--- src/rtl/core/pcs_pkg.sv ---
package pcs_pkg;

  localparam int SR_W   = 17;
  localparam int CMD_W  = 2;
  localparam int LEN_W  = 16;
  localparam int BYTE_W = 8;
  localparam int SMP_W  = 16;
  localparam int TONE_W = 15;
  localparam int SEG_W  = 10;
  localparam int PH_W   = 10;
  localparam int PROD_W = PH_W + TONE_W;
  localparam int DIV_W  = PROD_W + 1;
  localparam int DIV_CNT_W = $clog2(DIV_W);

  localparam int SEG_PRE_SH  = 2;
  localparam int SEG_RECIP_W = 16;
  localparam int SEG_PROD_W  = SR_W - SEG_PRE_SH + SEG_RECIP_W;
  localparam int SEG_SHIFT   = 21;

  localparam logic [7:0]        SEG_RATE     = 8'd140;
  localparam logic [SEG_RECIP_W-1:0] SEG_RECIP = 16'd59919;
  localparam logic [20:0]       PIT_CLOCK    = 21'd1193180;
  localparam logic [5:0]        RELOAD_SCALE = 6'd60;
  localparam logic [SR_W-1:0]   SR_RESET     = 17'd44100;
  localparam logic [SMP_W-1:0]  SQUARE_POS   = 16'h2000;
  localparam logic [SMP_W-1:0]  SQUARE_NEG   = 16'hE000;
  localparam logic [BYTE_W-1:0] BYTE_FRESH   = 8'hFF;

  typedef enum logic [CMD_W-1:0] {
    CMD_TICK  = 2'd0,
    CMD_START = 2'd1,
    CMD_STOP  = 2'd2
  } cmd_t;

endpackage

--- src/rtl/core/pcs_ifs.sv ---
interface pcs_cfg_if;
  logic                      valid;
  logic                      ready;
  logic [pcs_pkg::SR_W-1:0]  data;

  modport source (output valid, output data, input ready);
  modport sink   (input valid, input data, output ready);
endinterface

interface pcs_in_if;
  logic                               valid;
  logic                               ready;
  logic        [pcs_pkg::CMD_W-1:0]   command;
  logic        [pcs_pkg::LEN_W-1:0]   start_length;
  logic        [pcs_pkg::BYTE_W-1:0]  sound_byte;
  logic signed [pcs_pkg::SMP_W-1:0]   left_in;
  logic signed [pcs_pkg::SMP_W-1:0]   right_in;

  modport source (output valid, output command, output start_length, output sound_byte,
                  output left_in, output right_in, input ready);
  modport sink   (input valid, input command, input start_length, input sound_byte,
                  input left_in, input right_in, output ready);
endinterface

interface pcs_out_if;
  logic                              valid;
  logic                              ready;
  logic signed [pcs_pkg::SMP_W-1:0]  left_out;
  logic signed [pcs_pkg::SMP_W-1:0]  right_out;
  logic                              byte_taken;
  logic                              sound_done;
  logic                              playing;

  modport source (output valid, output left_out, output right_out, output byte_taken,
                  output sound_done, output playing, input ready);
  modport sink   (input valid, input left_out, input right_out, input byte_taken,
                  input sound_done, input playing, output ready);
endinterface

--- src/rtl/core/pc_speaker_square_wave_synth.sv ---
// Start, stop and command 3 go straight to the output register; a tick may first run a
// tone division when a segment starts and a phase division, both on the shared 26-step
// radix-2 divider. One item at a time: the next is taken only after the result enters the
// output register, which waits while that register holds a result not yet taken.
// Reset (rst_n, synchronous, active low) stops the sound, clears all tone state and
// sets the sample rate to 44100.
module pc_speaker_square_wave_synth (
  input  logic             clk,
  input  logic             rst_n,
  pcs_cfg_if.sink          cfg_ch,
  pcs_in_if.sink           in_ch,
  pcs_out_if.source        out_ch
);

  typedef enum logic [3:0] {
    S_IDLE,
    S_SEG_END,
    S_TONE_DIV,
    S_TONE_END,
    S_PHASE,
    S_PH_DIV,
    S_PH_END,
    S_OUT
  } state_t;

  state_t state_r, state_nxt;

  logic [pcs_pkg::SR_W-1:0]      sr_r, sr_nxt;
  logic                          active_r, active_nxt;
  logic [pcs_pkg::LEN_W-1:0]     bytes_left_r, bytes_left_nxt;
  logic [pcs_pkg::BYTE_W-1:0]    prev_byte_r, prev_byte_nxt;
  logic [pcs_pkg::TONE_W-1:0]    tone_r, tone_nxt;
  logic [pcs_pkg::SEG_W-1:0]     seg_left_r, seg_left_nxt;
  logic [pcs_pkg::PH_W-1:0]      phase_r, phase_nxt;

  logic [pcs_pkg::SR_W-1:0]      div_rem_r, div_rem_nxt;
  logic [pcs_pkg::DIV_W-1:0]     div_dvd_r, div_dvd_nxt;
  logic [pcs_pkg::SR_W-1:0]      div_dsr_r, div_dsr_nxt;
  logic [pcs_pkg::DIV_CNT_W-1:0] div_cnt_r, div_cnt_nxt;

  logic [pcs_pkg::BYTE_W-1:0]    sb_r, sb_nxt;
  logic [pcs_pkg::SMP_W-1:0]     left_r, left_nxt;
  logic [pcs_pkg::SMP_W-1:0]     right_r, right_nxt;
  logic [pcs_pkg::SMP_W-1:0]     add_r, add_nxt;
  logic                          taken_r, taken_nxt;
  logic                          done_r, done_nxt;

  logic                          out_valid_r, out_valid_nxt;
  logic [pcs_pkg::SMP_W-1:0]     out_left_r, out_left_nxt;
  logic [pcs_pkg::SMP_W-1:0]     out_right_r, out_right_nxt;
  logic                          out_taken_r, out_taken_nxt;
  logic                          out_done_r, out_done_nxt;
  logic                          out_playing_r, out_playing_nxt;

  logic                          div_start;
  logic [pcs_pkg::DIV_W-1:0]     div_dvd_ld;
  logic [pcs_pkg::SR_W-1:0]      div_dsr_ld;
  logic                          div_step;
  logic [pcs_pkg::SR_W:0]        div_trial;
  logic [pcs_pkg::SR_W:0]        div_diff;
  logic                          div_ge;
  logic [pcs_pkg::PROD_W-1:0]    ph_prod;
  logic [pcs_pkg::SEG_PROD_W-1:0] seg_prod;
  logic [pcs_pkg::SEG_W-1:0]     seg_quot;

  assign in_ch.ready  = (state_r == S_IDLE);
  assign cfg_ch.ready = 1'b1;

  assign out_ch.valid      = out_valid_r;
  assign out_ch.left_out   = out_left_r;
  assign out_ch.right_out  = out_right_r;
  assign out_ch.byte_taken = out_taken_r;
  assign out_ch.sound_done = out_done_r;
  assign out_ch.playing    = out_playing_r;

  assign ph_prod   = phase_r * tone_r;
  assign seg_prod  = sr_r[pcs_pkg::SR_W-1:pcs_pkg::SEG_PRE_SH] * pcs_pkg::SEG_RECIP;
  assign seg_quot  = seg_prod[pcs_pkg::SEG_SHIFT +: pcs_pkg::SEG_W];
  assign div_trial = {div_rem_r, div_dvd_r[pcs_pkg::DIV_W-1]};
  assign div_ge    = (div_trial >= {1'b0, div_dsr_r});
  assign div_diff  = div_trial - {1'b0, div_dsr_r};

  always_comb begin
    state_nxt       = state_r;
    sr_nxt          = sr_r;
    active_nxt      = active_r;
    bytes_left_nxt  = bytes_left_r;
    prev_byte_nxt   = prev_byte_r;
    tone_nxt        = tone_r;
    seg_left_nxt    = seg_left_r;
    phase_nxt       = phase_r;
    div_rem_nxt     = div_rem_r;
    div_dvd_nxt     = div_dvd_r;
    div_dsr_nxt     = div_dsr_r;
    div_cnt_nxt     = div_cnt_r;
    sb_nxt          = sb_r;
    left_nxt        = left_r;
    right_nxt       = right_r;
    add_nxt         = add_r;
    taken_nxt       = taken_r;
    done_nxt        = done_r;
    out_valid_nxt   = out_valid_r;
    out_left_nxt    = out_left_r;
    out_right_nxt   = out_right_r;
    out_taken_nxt   = out_taken_r;
    out_done_nxt    = out_done_r;
    out_playing_nxt = out_playing_r;
    div_start       = 1'b0;
    div_dvd_ld      = '0;
    div_dsr_ld      = '0;
    div_step        = 1'b0;

    if (cfg_ch.valid) begin
      sr_nxt = cfg_ch.data;
    end

    if (out_valid_r && out_ch.ready) begin
      out_valid_nxt = 1'b0;
    end

    unique case (state_r)
      S_IDLE: begin
        if (in_ch.valid) begin
          sb_nxt    = in_ch.sound_byte;
          left_nxt  = in_ch.left_in;
          right_nxt = in_ch.right_in;
          add_nxt   = '0;
          taken_nxt = 1'b0;
          done_nxt  = 1'b0;
          state_nxt = S_OUT;
          case (in_ch.command)
            pcs_pkg::CMD_START: begin
              active_nxt     = 1'b1;
              bytes_left_nxt = in_ch.start_length;
              prev_byte_nxt  = pcs_pkg::BYTE_FRESH;
            end
            pcs_pkg::CMD_STOP: begin
              active_nxt = 1'b0;
            end
            pcs_pkg::CMD_TICK: begin
              state_nxt = S_PHASE;
              if (seg_left_r == '0) begin
                phase_nxt = '0;
                if (active_r) begin
                  state_nxt = S_SEG_END;
                end else begin
                  tone_nxt     = '0;
                  seg_left_nxt = pcs_pkg::SEG_W'(1);
                end
              end
            end
            default: begin
            end
          endcase
        end
      end
      S_SEG_END: begin
        seg_left_nxt   = (seg_quot == '0) ? pcs_pkg::SEG_W'(1) : seg_quot;
        taken_nxt      = 1'b1;
        bytes_left_nxt = bytes_left_r - pcs_pkg::LEN_W'(1);
        if (bytes_left_r == pcs_pkg::LEN_W'(1)) begin
          active_nxt = 1'b0;
          done_nxt   = 1'b1;
        end
        state_nxt = S_PHASE;
        if (sb_r != prev_byte_r) begin
          prev_byte_nxt = sb_r;
          if (sb_r != '0) begin
            div_start  = 1'b1;
            div_dvd_ld = pcs_pkg::DIV_W'(pcs_pkg::PIT_CLOCK);
            div_dsr_ld = pcs_pkg::SR_W'(sb_r) * pcs_pkg::SR_W'(pcs_pkg::RELOAD_SCALE);
            state_nxt  = S_TONE_DIV;
          end else begin
            tone_nxt = '0;
          end
        end
      end
      S_TONE_DIV: begin
        div_step = 1'b1;
        if (div_cnt_r == '0) begin
          state_nxt = S_TONE_END;
        end
      end
      S_TONE_END: begin
        tone_nxt  = div_dvd_r[pcs_pkg::TONE_W-1:0];
        state_nxt = S_PHASE;
      end
      S_PHASE: begin
        priority if (tone_r == '0) begin
          add_nxt      = '0;
          seg_left_nxt = seg_left_r - pcs_pkg::SEG_W'(1);
          state_nxt    = S_OUT;
        end else if (sr_r == '0) begin
          add_nxt      = pcs_pkg::SQUARE_POS;
          phase_nxt    = phase_r + pcs_pkg::PH_W'(1);
          seg_left_nxt = seg_left_r - pcs_pkg::SEG_W'(1);
          state_nxt    = S_OUT;
        end else begin
          div_start  = 1'b1;
          div_dvd_ld = {ph_prod, 1'b0};
          div_dsr_ld = sr_r;
          state_nxt  = S_PH_DIV;
        end
      end
      S_PH_DIV: begin
        div_step = 1'b1;
        if (div_cnt_r == '0) begin
          state_nxt = S_PH_END;
        end
      end
      S_PH_END: begin
        add_nxt      = div_dvd_r[0] ? pcs_pkg::SQUARE_NEG : pcs_pkg::SQUARE_POS;
        phase_nxt    = phase_r + pcs_pkg::PH_W'(1);
        seg_left_nxt = seg_left_r - pcs_pkg::SEG_W'(1);
        state_nxt    = S_OUT;
      end
      S_OUT: begin
        if (!out_valid_r || out_ch.ready) begin
          out_valid_nxt   = 1'b1;
          out_left_nxt    = left_r + add_r;
          out_right_nxt   = right_r + add_r;
          out_taken_nxt   = taken_r;
          out_done_nxt    = done_r;
          out_playing_nxt = active_r;
          state_nxt       = S_IDLE;
        end
      end
      default: begin
        state_nxt = S_IDLE;
      end
    endcase

    if (div_start) begin
      div_rem_nxt = '0;
      div_dvd_nxt = div_dvd_ld;
      div_dsr_nxt = div_dsr_ld;
      div_cnt_nxt = pcs_pkg::DIV_CNT_W'(pcs_pkg::DIV_W - 1);
    end else if (div_step) begin
      div_rem_nxt = div_ge ? div_diff[pcs_pkg::SR_W-1:0] : div_trial[pcs_pkg::SR_W-1:0];
      div_dvd_nxt = {div_dvd_r[pcs_pkg::DIV_W-2:0], div_ge};
      div_cnt_nxt = div_cnt_r - pcs_pkg::DIV_CNT_W'(1);
    end
  end

  always_ff @(posedge clk) begin
    if (!rst_n) begin
      state_r      <= S_IDLE;
      sr_r         <= pcs_pkg::SR_RESET;
      active_r     <= 1'b0;
      bytes_left_r <= '0;
      prev_byte_r  <= '0;
      tone_r       <= '0;
      seg_left_r   <= '0;
      phase_r      <= '0;
      div_cnt_r    <= '0;
      out_valid_r  <= 1'b0;
    end else begin
      state_r      <= state_nxt;
      sr_r         <= sr_nxt;
      active_r     <= active_nxt;
      bytes_left_r <= bytes_left_nxt;
      prev_byte_r  <= prev_byte_nxt;
      tone_r       <= tone_nxt;
      seg_left_r   <= seg_left_nxt;
      phase_r      <= phase_nxt;
      div_cnt_r    <= div_cnt_nxt;
      out_valid_r  <= out_valid_nxt;
    end
  end

  always_ff @(posedge clk) begin
    div_rem_r     <= div_rem_nxt;
    div_dvd_r     <= div_dvd_nxt;
    div_dsr_r     <= div_dsr_nxt;
    sb_r          <= sb_nxt;
    left_r        <= left_nxt;
    right_r       <= right_nxt;
    add_r         <= add_nxt;
    taken_r       <= taken_nxt;
    done_r        <= done_nxt;
    out_left_r    <= out_left_nxt;
    out_right_r   <= out_right_nxt;
    out_taken_r   <= out_taken_nxt;
    out_done_r    <= out_done_nxt;
    out_playing_r <= out_playing_nxt;
  end

`ifndef SYNTHESIS
  a_done_ends_sound: assert property (@(posedge clk) disable iff (!rst_n)
    (out_valid_r && out_done_r) |-> (out_taken_r && !out_playing_r))
    else $error("sound_done without byte_taken or with playing");

  a_taken_keeps_playing: assert property (@(posedge clk) disable iff (!rst_n)
    (out_valid_r && out_taken_r && !out_done_r) |-> out_playing_r)
    else $error("byte taken mid-sound but source dropped");

  a_start_attaches: assert property (@(posedge clk) disable iff (!rst_n)
    (in_ch.valid && in_ch.ready && (in_ch.command == pcs_pkg::CMD_START)) |=> active_r)
    else $error("start command did not attach a source");
`endif

endmodule

--- src/flat_wrapper.sv ---
// flat-port wrapper written by rule: the top's interface ports become plain ports
module pc_speaker_square_wave_synth_flat 
  (clk, rst_n, cfg_ch_valid, cfg_ch_data, cfg_ch_ready, in_ch_valid, in_ch_command, in_ch_start_length, in_ch_sound_byte, in_ch_left_in, in_ch_right_in, in_ch_ready, out_ch_valid, out_ch_left_out, out_ch_right_out, out_ch_byte_taken, out_ch_sound_done, out_ch_playing, out_ch_ready);
  pcs_cfg_if cfg_ch_i ();
  pcs_in_if in_ch_i ();
  pcs_out_if out_ch_i ();
  input  logic clk;
  input  logic rst_n;
  input wire logic [$bits(cfg_ch_i.valid)-1:0] cfg_ch_valid;
  input wire logic [$bits(cfg_ch_i.data)-1:0] cfg_ch_data;
  output wire logic [$bits(cfg_ch_i.ready)-1:0] cfg_ch_ready;
  input wire logic [$bits(in_ch_i.valid)-1:0] in_ch_valid;
  input wire logic [$bits(in_ch_i.command)-1:0] in_ch_command;
  input wire logic [$bits(in_ch_i.start_length)-1:0] in_ch_start_length;
  input wire logic [$bits(in_ch_i.sound_byte)-1:0] in_ch_sound_byte;
  input wire logic [$bits(in_ch_i.left_in)-1:0] in_ch_left_in;
  input wire logic [$bits(in_ch_i.right_in)-1:0] in_ch_right_in;
  output wire logic [$bits(in_ch_i.ready)-1:0] in_ch_ready;
  output wire logic [$bits(out_ch_i.valid)-1:0] out_ch_valid;
  output wire logic [$bits(out_ch_i.left_out)-1:0] out_ch_left_out;
  output wire logic [$bits(out_ch_i.right_out)-1:0] out_ch_right_out;
  output wire logic [$bits(out_ch_i.byte_taken)-1:0] out_ch_byte_taken;
  output wire logic [$bits(out_ch_i.sound_done)-1:0] out_ch_sound_done;
  output wire logic [$bits(out_ch_i.playing)-1:0] out_ch_playing;
  input wire logic [$bits(out_ch_i.ready)-1:0] out_ch_ready;
  assign cfg_ch_i.valid = cfg_ch_valid;
  assign cfg_ch_i.data = cfg_ch_data;
  assign cfg_ch_ready = cfg_ch_i.ready;
  assign in_ch_i.valid = in_ch_valid;
  assign in_ch_i.command = in_ch_command;
  assign in_ch_i.start_length = in_ch_start_length;
  assign in_ch_i.sound_byte = in_ch_sound_byte;
  assign in_ch_i.left_in = in_ch_left_in;
  assign in_ch_i.right_in = in_ch_right_in;
  assign in_ch_ready = in_ch_i.ready;
  assign out_ch_valid = out_ch_i.valid;
  assign out_ch_left_out = out_ch_i.left_out;
  assign out_ch_right_out = out_ch_i.right_out;
  assign out_ch_byte_taken = out_ch_i.byte_taken;
  assign out_ch_sound_done = out_ch_i.sound_done;
  assign out_ch_playing = out_ch_i.playing;
  assign out_ch_i.ready = out_ch_ready;
  pc_speaker_square_wave_synth u_core (.clk(clk), .rst_n(rst_n), .cfg_ch(cfg_ch_i), .in_ch(in_ch_i), .out_ch(out_ch_i));
endmodule
--- config.mk ---
export PLATFORM = sky130hd
export DESIGN_NAME = pc_speaker_square_wave_synth_flat
export DESIGN_NICKNAME = d
export VERILOG_FILES = /design/src/rtl/core/pcs_pkg.sv /design/src/rtl/core/pcs_ifs.sv /design/src/rtl/core/pc_speaker_square_wave_synth.sv /design/src/flat_wrapper.sv
export SDC_FILE = /design/constraint.sdc
export NUM_CORES = 1
export LEC_CHECK = 0
export BUFFER_PORTS_ARGS = -buffer_cell sky130_fd_sc_hd__buf_2
export CAP_MARGIN = 5
export CORE_UTILIZATION = 30
export CTS_BUF_LIST = sky130_fd_sc_hd__clkbuf_16
export CTS_CLUSTER_DIAMETER = 30
export DETAILED_ROUTE_END_ITERATION = 7
export PLACE_DENSITY_LB_ADDON = 0.25
export SKIP_CTS_REPAIR_TIMING = 1
export SYNTH_ARGS = -nofsm -noshare
export SYNTH_HDL_FRONTEND = slang
export SYNTH_SLANG_ARGS = --single-unit
--- constraint.sdc ---
create_clock -name clk -period 8 [get_ports clk]
set_clock_uncertainty 0.2 [all_clocks]
set_input_delay 0.4 -clock clk [delete_from_list [all_inputs] [get_ports clk]]
set_output_delay 0.4 -clock clk [all_outputs]
set_load 0.01 [all_outputs]
==> load_flow_metrics.sql <==
INSERT INTO impl_metrics (metric_group, metric, value, unit) VALUES
('power', 'power_density', '347', 'mW/mm²'),
('power', 'p_leak', '10.9', 'nW'),
('logic_synthesis', 'yosysSeqAreaShare', '29.2', '%'),
('logic_synthesis', 'avg_synthesized_cell_area', '9.54', 'µm²'),
('logic_synthesis', 'synth_top_area_share', '18.7', '%'),
('floorplanning', 'die_area', '0.0664', 'mm²'),
('route', 'post-route-drc-count', '0', ''),
('final_layout', 'synthesis_to_finish_area_growth', '20.4', '%'),
('cts', 'tritoncts.num_buffers', '59', ''),
('sta', 'hold_viol_final', '1', ''),
('placement', 'detailed_place_hpwl', '40.9', 'mm'),
('logic_synthesis', 'yosys-top-cells-area', 'edfxtp_1 (19%), fa_1 (19%), ha_1 (15%)', ''),
('placement', 'post-place-ws', '1.51', 'ns'),
('sta', 'final.period_utilization', '82.5', '%'),
('cts', 'clock_latency_reported_for_the_late_side_of_the_worst_skew_pair', '0.60', 'ns'),
('cts', 'tritoncts', 'yes', ''),
('sta', 'unrepaired_setup_endpoints_after_global_routing', 'no', ''),
('route', 'antenna_left', '0', ''),
('logic_synthesis', 'number_of_enable_flip_flop_cells_after_synthesis', '122', ''),
('placement', 'port_buffers', '116', ''),
('final_layout', 'multi_input_area', '0.0123', 'mm²'),
('logic_synthesis', 'synth_top_cell_by_area', 'edfxtp_1', ''),
('sta', 'maxSlewViolCount', '0', ''),
('floorplanning', 'floorplan.die.height', '258', 'µm'),
('route', 'detailedRoute.firstIterationViolations', '914', ''),
('logic_synthesis', 'synthesized_nets', '2560', ''),
('grt', 'grt_antenna_before_repair', '2', ''),
('route', 'route.vias.total', '15000', ''),
('sta', 'final-setup-viol-count', '0', ''),
('sta', 'max_slew_margin', '22.0', '%'),
('floorplanning', 'initial_core_util', '30.4', '%'),
('logic_synthesis', 'synth_seq_cells', '225', ''),
('sta', 'setup_slack', '1.40', 'ns'),
('placement', 'place_congestion', '0.843', ''),
('route', 'wl', '53.7', 'mm'),
('final_layout', 'regArea', '0.00573', 'mm²'),
('placement', 'dpl.cell_count', '2952', ''),
('route', 'firstDrtPassIters', '5', ''),
('worst_setup_path', 'critical_path_required', '8.09', 'ns'),
('power', 'post_layout_total_power', '8.19', 'mW'),
('logic_synthesis', 'synthMostInstantiatedCell', 'inv_1', ''),
('logic_synthesis', 'number_of_cells_produced_by_synthesis', '2057', ''),
('hold_path', 'hold_crit_class', 'input port to register', ''),
('cts', 'maximum_level_of_the_cts_h_tree', '2', ''),
('cts', 'clk_transition_reported_paths', '0.05', 'ns'),
('logic_synthesis', 'async_reset_ff_share', '0', '%'),
('worst_setup_path', 'cp.arrival', '6.69', 'ns'),
('worst_setup_path', 'cp-start-kind', 'register', ''),
('logic_synthesis', 'dominantRegCellSynth', 'edfxtp_1', ''),
('floorplanning', 'die_width', '258', 'µm'),
('floorplanning', 'core_area', '0.0646', 'mm²'),
('grt', 'grt_remaining_overflow', '0', ''),
('logic_synthesis', 'yosys.cell_types.count', '76', ''),
('worst_setup_path', 'critPathKind', 'register to register', ''),
('flow_run', 'max_cap_violations', '0', ''),
('final_layout', 'fillerInstances', '6463', ''),
('worst_setup_path', 'timing.critical_path.to_type', 'register', ''),
('final_layout', 'diodes', '0', ''),
('sta', 'worst_slew_pin_slew', '1.17', 'ns'),
('worst_setup_path', 'crit_fanout', '19', ''),
('grt', 'globalRouteTotalUtil', '16.2', '%'),
('final_layout', 'final_layout_size_suffix_gt1_share', '10.7', '%'),
('run_status', 'outcome', 'finished with violations', ''),
('grt', 'grt_start_max_net_pins', '61', ''),
('sta', 'timing.final.crit_period', '6.60', 'ns'),
('route', 'detail_route.wl_per_cell', '17.2', 'µm'),
('grt', 'grt_first_pass_wirelength', '85.1', 'mm'),
('logic_synthesis', 'post_synth_instance_area', '0.0196', 'mm²'),
('run_status', 'violations', 'hold timing', ''),
('sta', 'tns', '0', 'ns'),
('final_layout', 'final_cell_count_no_fill', '3125', ''),
('power', 'irDropWorstVdd', '0.241', 'mV'),
('sta', 'hold_slack', '-0.00527', 'ns'),
('sta', 'fmax', '0.152', 'GHz'),
('cts', 'clock_sinks', '225', ''),
('cts', 'maximum_buffer_depth_of_the_clock_tree', '3', ''),
('grt', 'first_global_vias', '15400', ''),
('route', 'vias_per_cell', '4.79', ''),
('cts', 'clock-root-buffer', 'clkbuf_16', ''),
('logic_synthesis', 'synth_top_cells_by_count', 'inv_1 (323), ha_1 (240), nand2_1 (198), fa_1 (183), nor2_1 (130)', ''),
('final_layout', 'layout.nets', '2722', ''),
('floorplanning', 'floorplan_row_count', '93', ''),
('floorplanning', 'floorplan.io_pins', '118', ''),
('logic_synthesis', 'yosysWarningCount', '0', '');
## path summary, 6_finish.rpt
path,startpoint,end,slack (ns),cells after the start
max,u_core.phase_r[3],u_core.div_dvd_r[25],1.40,18
min,in_ch_start_length[9],u_core.bytes_left_r[9],-0.005,5
max reg2reg,u_core.phase_r[3],u_core.div_dvd_r[25],1.40,18
min reg2reg,u_core.left_r[7],u_core.out_ch.left_out[7],0.21,0
## final cells by class
cell class,count,share of cell area (%)
Clock buffer,59,6.25
Inverter,325,5.16
Timing Repair Buffer,188,5.39
Tap cell,855,4.53
Clock inverter,53,2.20
Multi-Input combinational cell,1420,52.2
Sequential cell,225,24.2
## critical path, stage by stage, from the launching register on
cell and delay [ns]:
dfxtp_1 0.85, nand2_1 0.19, fa_1 0.56, inv_1 0.05, fa_1 0.47, fa_1 0.50
inv_1 0.06, fa_1 0.50, fa_1 0.54, inv_1 0.04, ha_1 0.39, nand4_1 0.20
or2_2 0.35, a2111oi_2 0.51, o31ai_1 0.18, a311oi_1 0.30, a21oi_1 0.13, xnor2_1 0.15
o21ai_0 0.11
## metrics by stage
stage,instance area [µm²],utilization [%]
final,23600,36.6
after CTS,23000,35.6
after global routing,23600,36.6
after detailed placement,21000,32.6
after global placement,21000,32.6
after floorplan,19600,-
## power breakdown
group	internal, mW	total [mW]	switching (mW)	leakage, nW
combinational	1.51	3.86	2.35	7.89
sequential	1.68	1.99	0.310	1.98
clock	1.57	2.34	0.767	0.982
## cells by family after synthesis
logic type | count (synthesis) | synth area share (%)
AND/OR/NAND/NOR | 547 | 13.0
adder cells (fa/ha/maj) | 423 | 34.0
buffers and inverters | 412 | 8.03
AO/OA/AOI/OAI | 358 | 11.7
flip-flops | 225 | 29.2
XOR/XNOR | 76 | 3.39
multiplexers | 15 | 0.771
other | 1 | 0.0191
## sequential cells by signal, indices dropped and copies added, names as in the netlist, 2 cells and up
| signal | flops |
|---|---|
| u_core.sr_r | 17 |
| u_core.bytes_left_r | 16 |
| u_core.right_r | 16 |
| u_core.add_r | 2 |
| u_core.sb_r | 8 |
| u_core.tone_r | 15 |
| u_core.div_dsr_r | 17 |
| u_core.seg_left_r | 10 |
| u_core.left_r | 16 |
| u_core.state_r | 3 |
| u_core.phase_r | 10 |
| u_core.out_ch.left_out | 16 |
| u_core.div_cnt_r | 5 |
| u_core.out_ch.right_out | 16 |
| u_core.prev_byte_r | 8 |
| u_core.div_rem_r | 17 |
| u_core.div_dvd_r | 26 |
## layout by cell type, fill, tap and decap left out, types with 11 or more instances in the layout
| master | Yosys | routed |
|---|---|---|
| nand3_1 | 40 | 40 |
| clkbuf_16 | 0 | 59 |
| or3_1 | 12 | 11 |
| a211oi_1 | 12 | 12 |
| buf_4 | 1 | 11 |
| nand4_1 | 18 | 18 |
| buf_2 | 7 | 116 |
| fa_1 | 183 | 183 |
| ha_1 | 240 | 240 |
| clkinv_1 | 2 | 12 |
| a21oi_1 | 110 | 110 |
| a21o_1 | 17 | 17 |
| xnor2_1 | 37 | 37 |
| xor2_1 | 39 | 39 |
| mux2i_1 | 14 | 14 |
| o21ai_0 | 81 | 81 |
| dlygate4sd3_1 | 0 | 61 |
| o22ai_1 | 12 | 12 |
| nor4_1 | 13 | 13 |
| and2_1 | 62 | 62 |
| nor3_1 | 34 | 33 |
| nor2_1 | 130 | 129 |
| inv_1 | 323 | 328 |
| nand2_1 | 198 | 198 |
| o211ai_1 | 11 | 11 |
| dfxtp_1 | 103 | 103 |
| a22oi_1 | 20 | 20 |
| edfxtp_1 | 122 | 122 |
## per-layer routing
layer	GRT usage, %	part of all wire, %	vias to the layer above
li1	-	-	7232
met1	21.1	45	7305
met2	27.2	48	349
met3	2.82	4.4	83
met4	5.28	2.7	0
met5	0	0	-
Power figures use the tool's default switching activity.
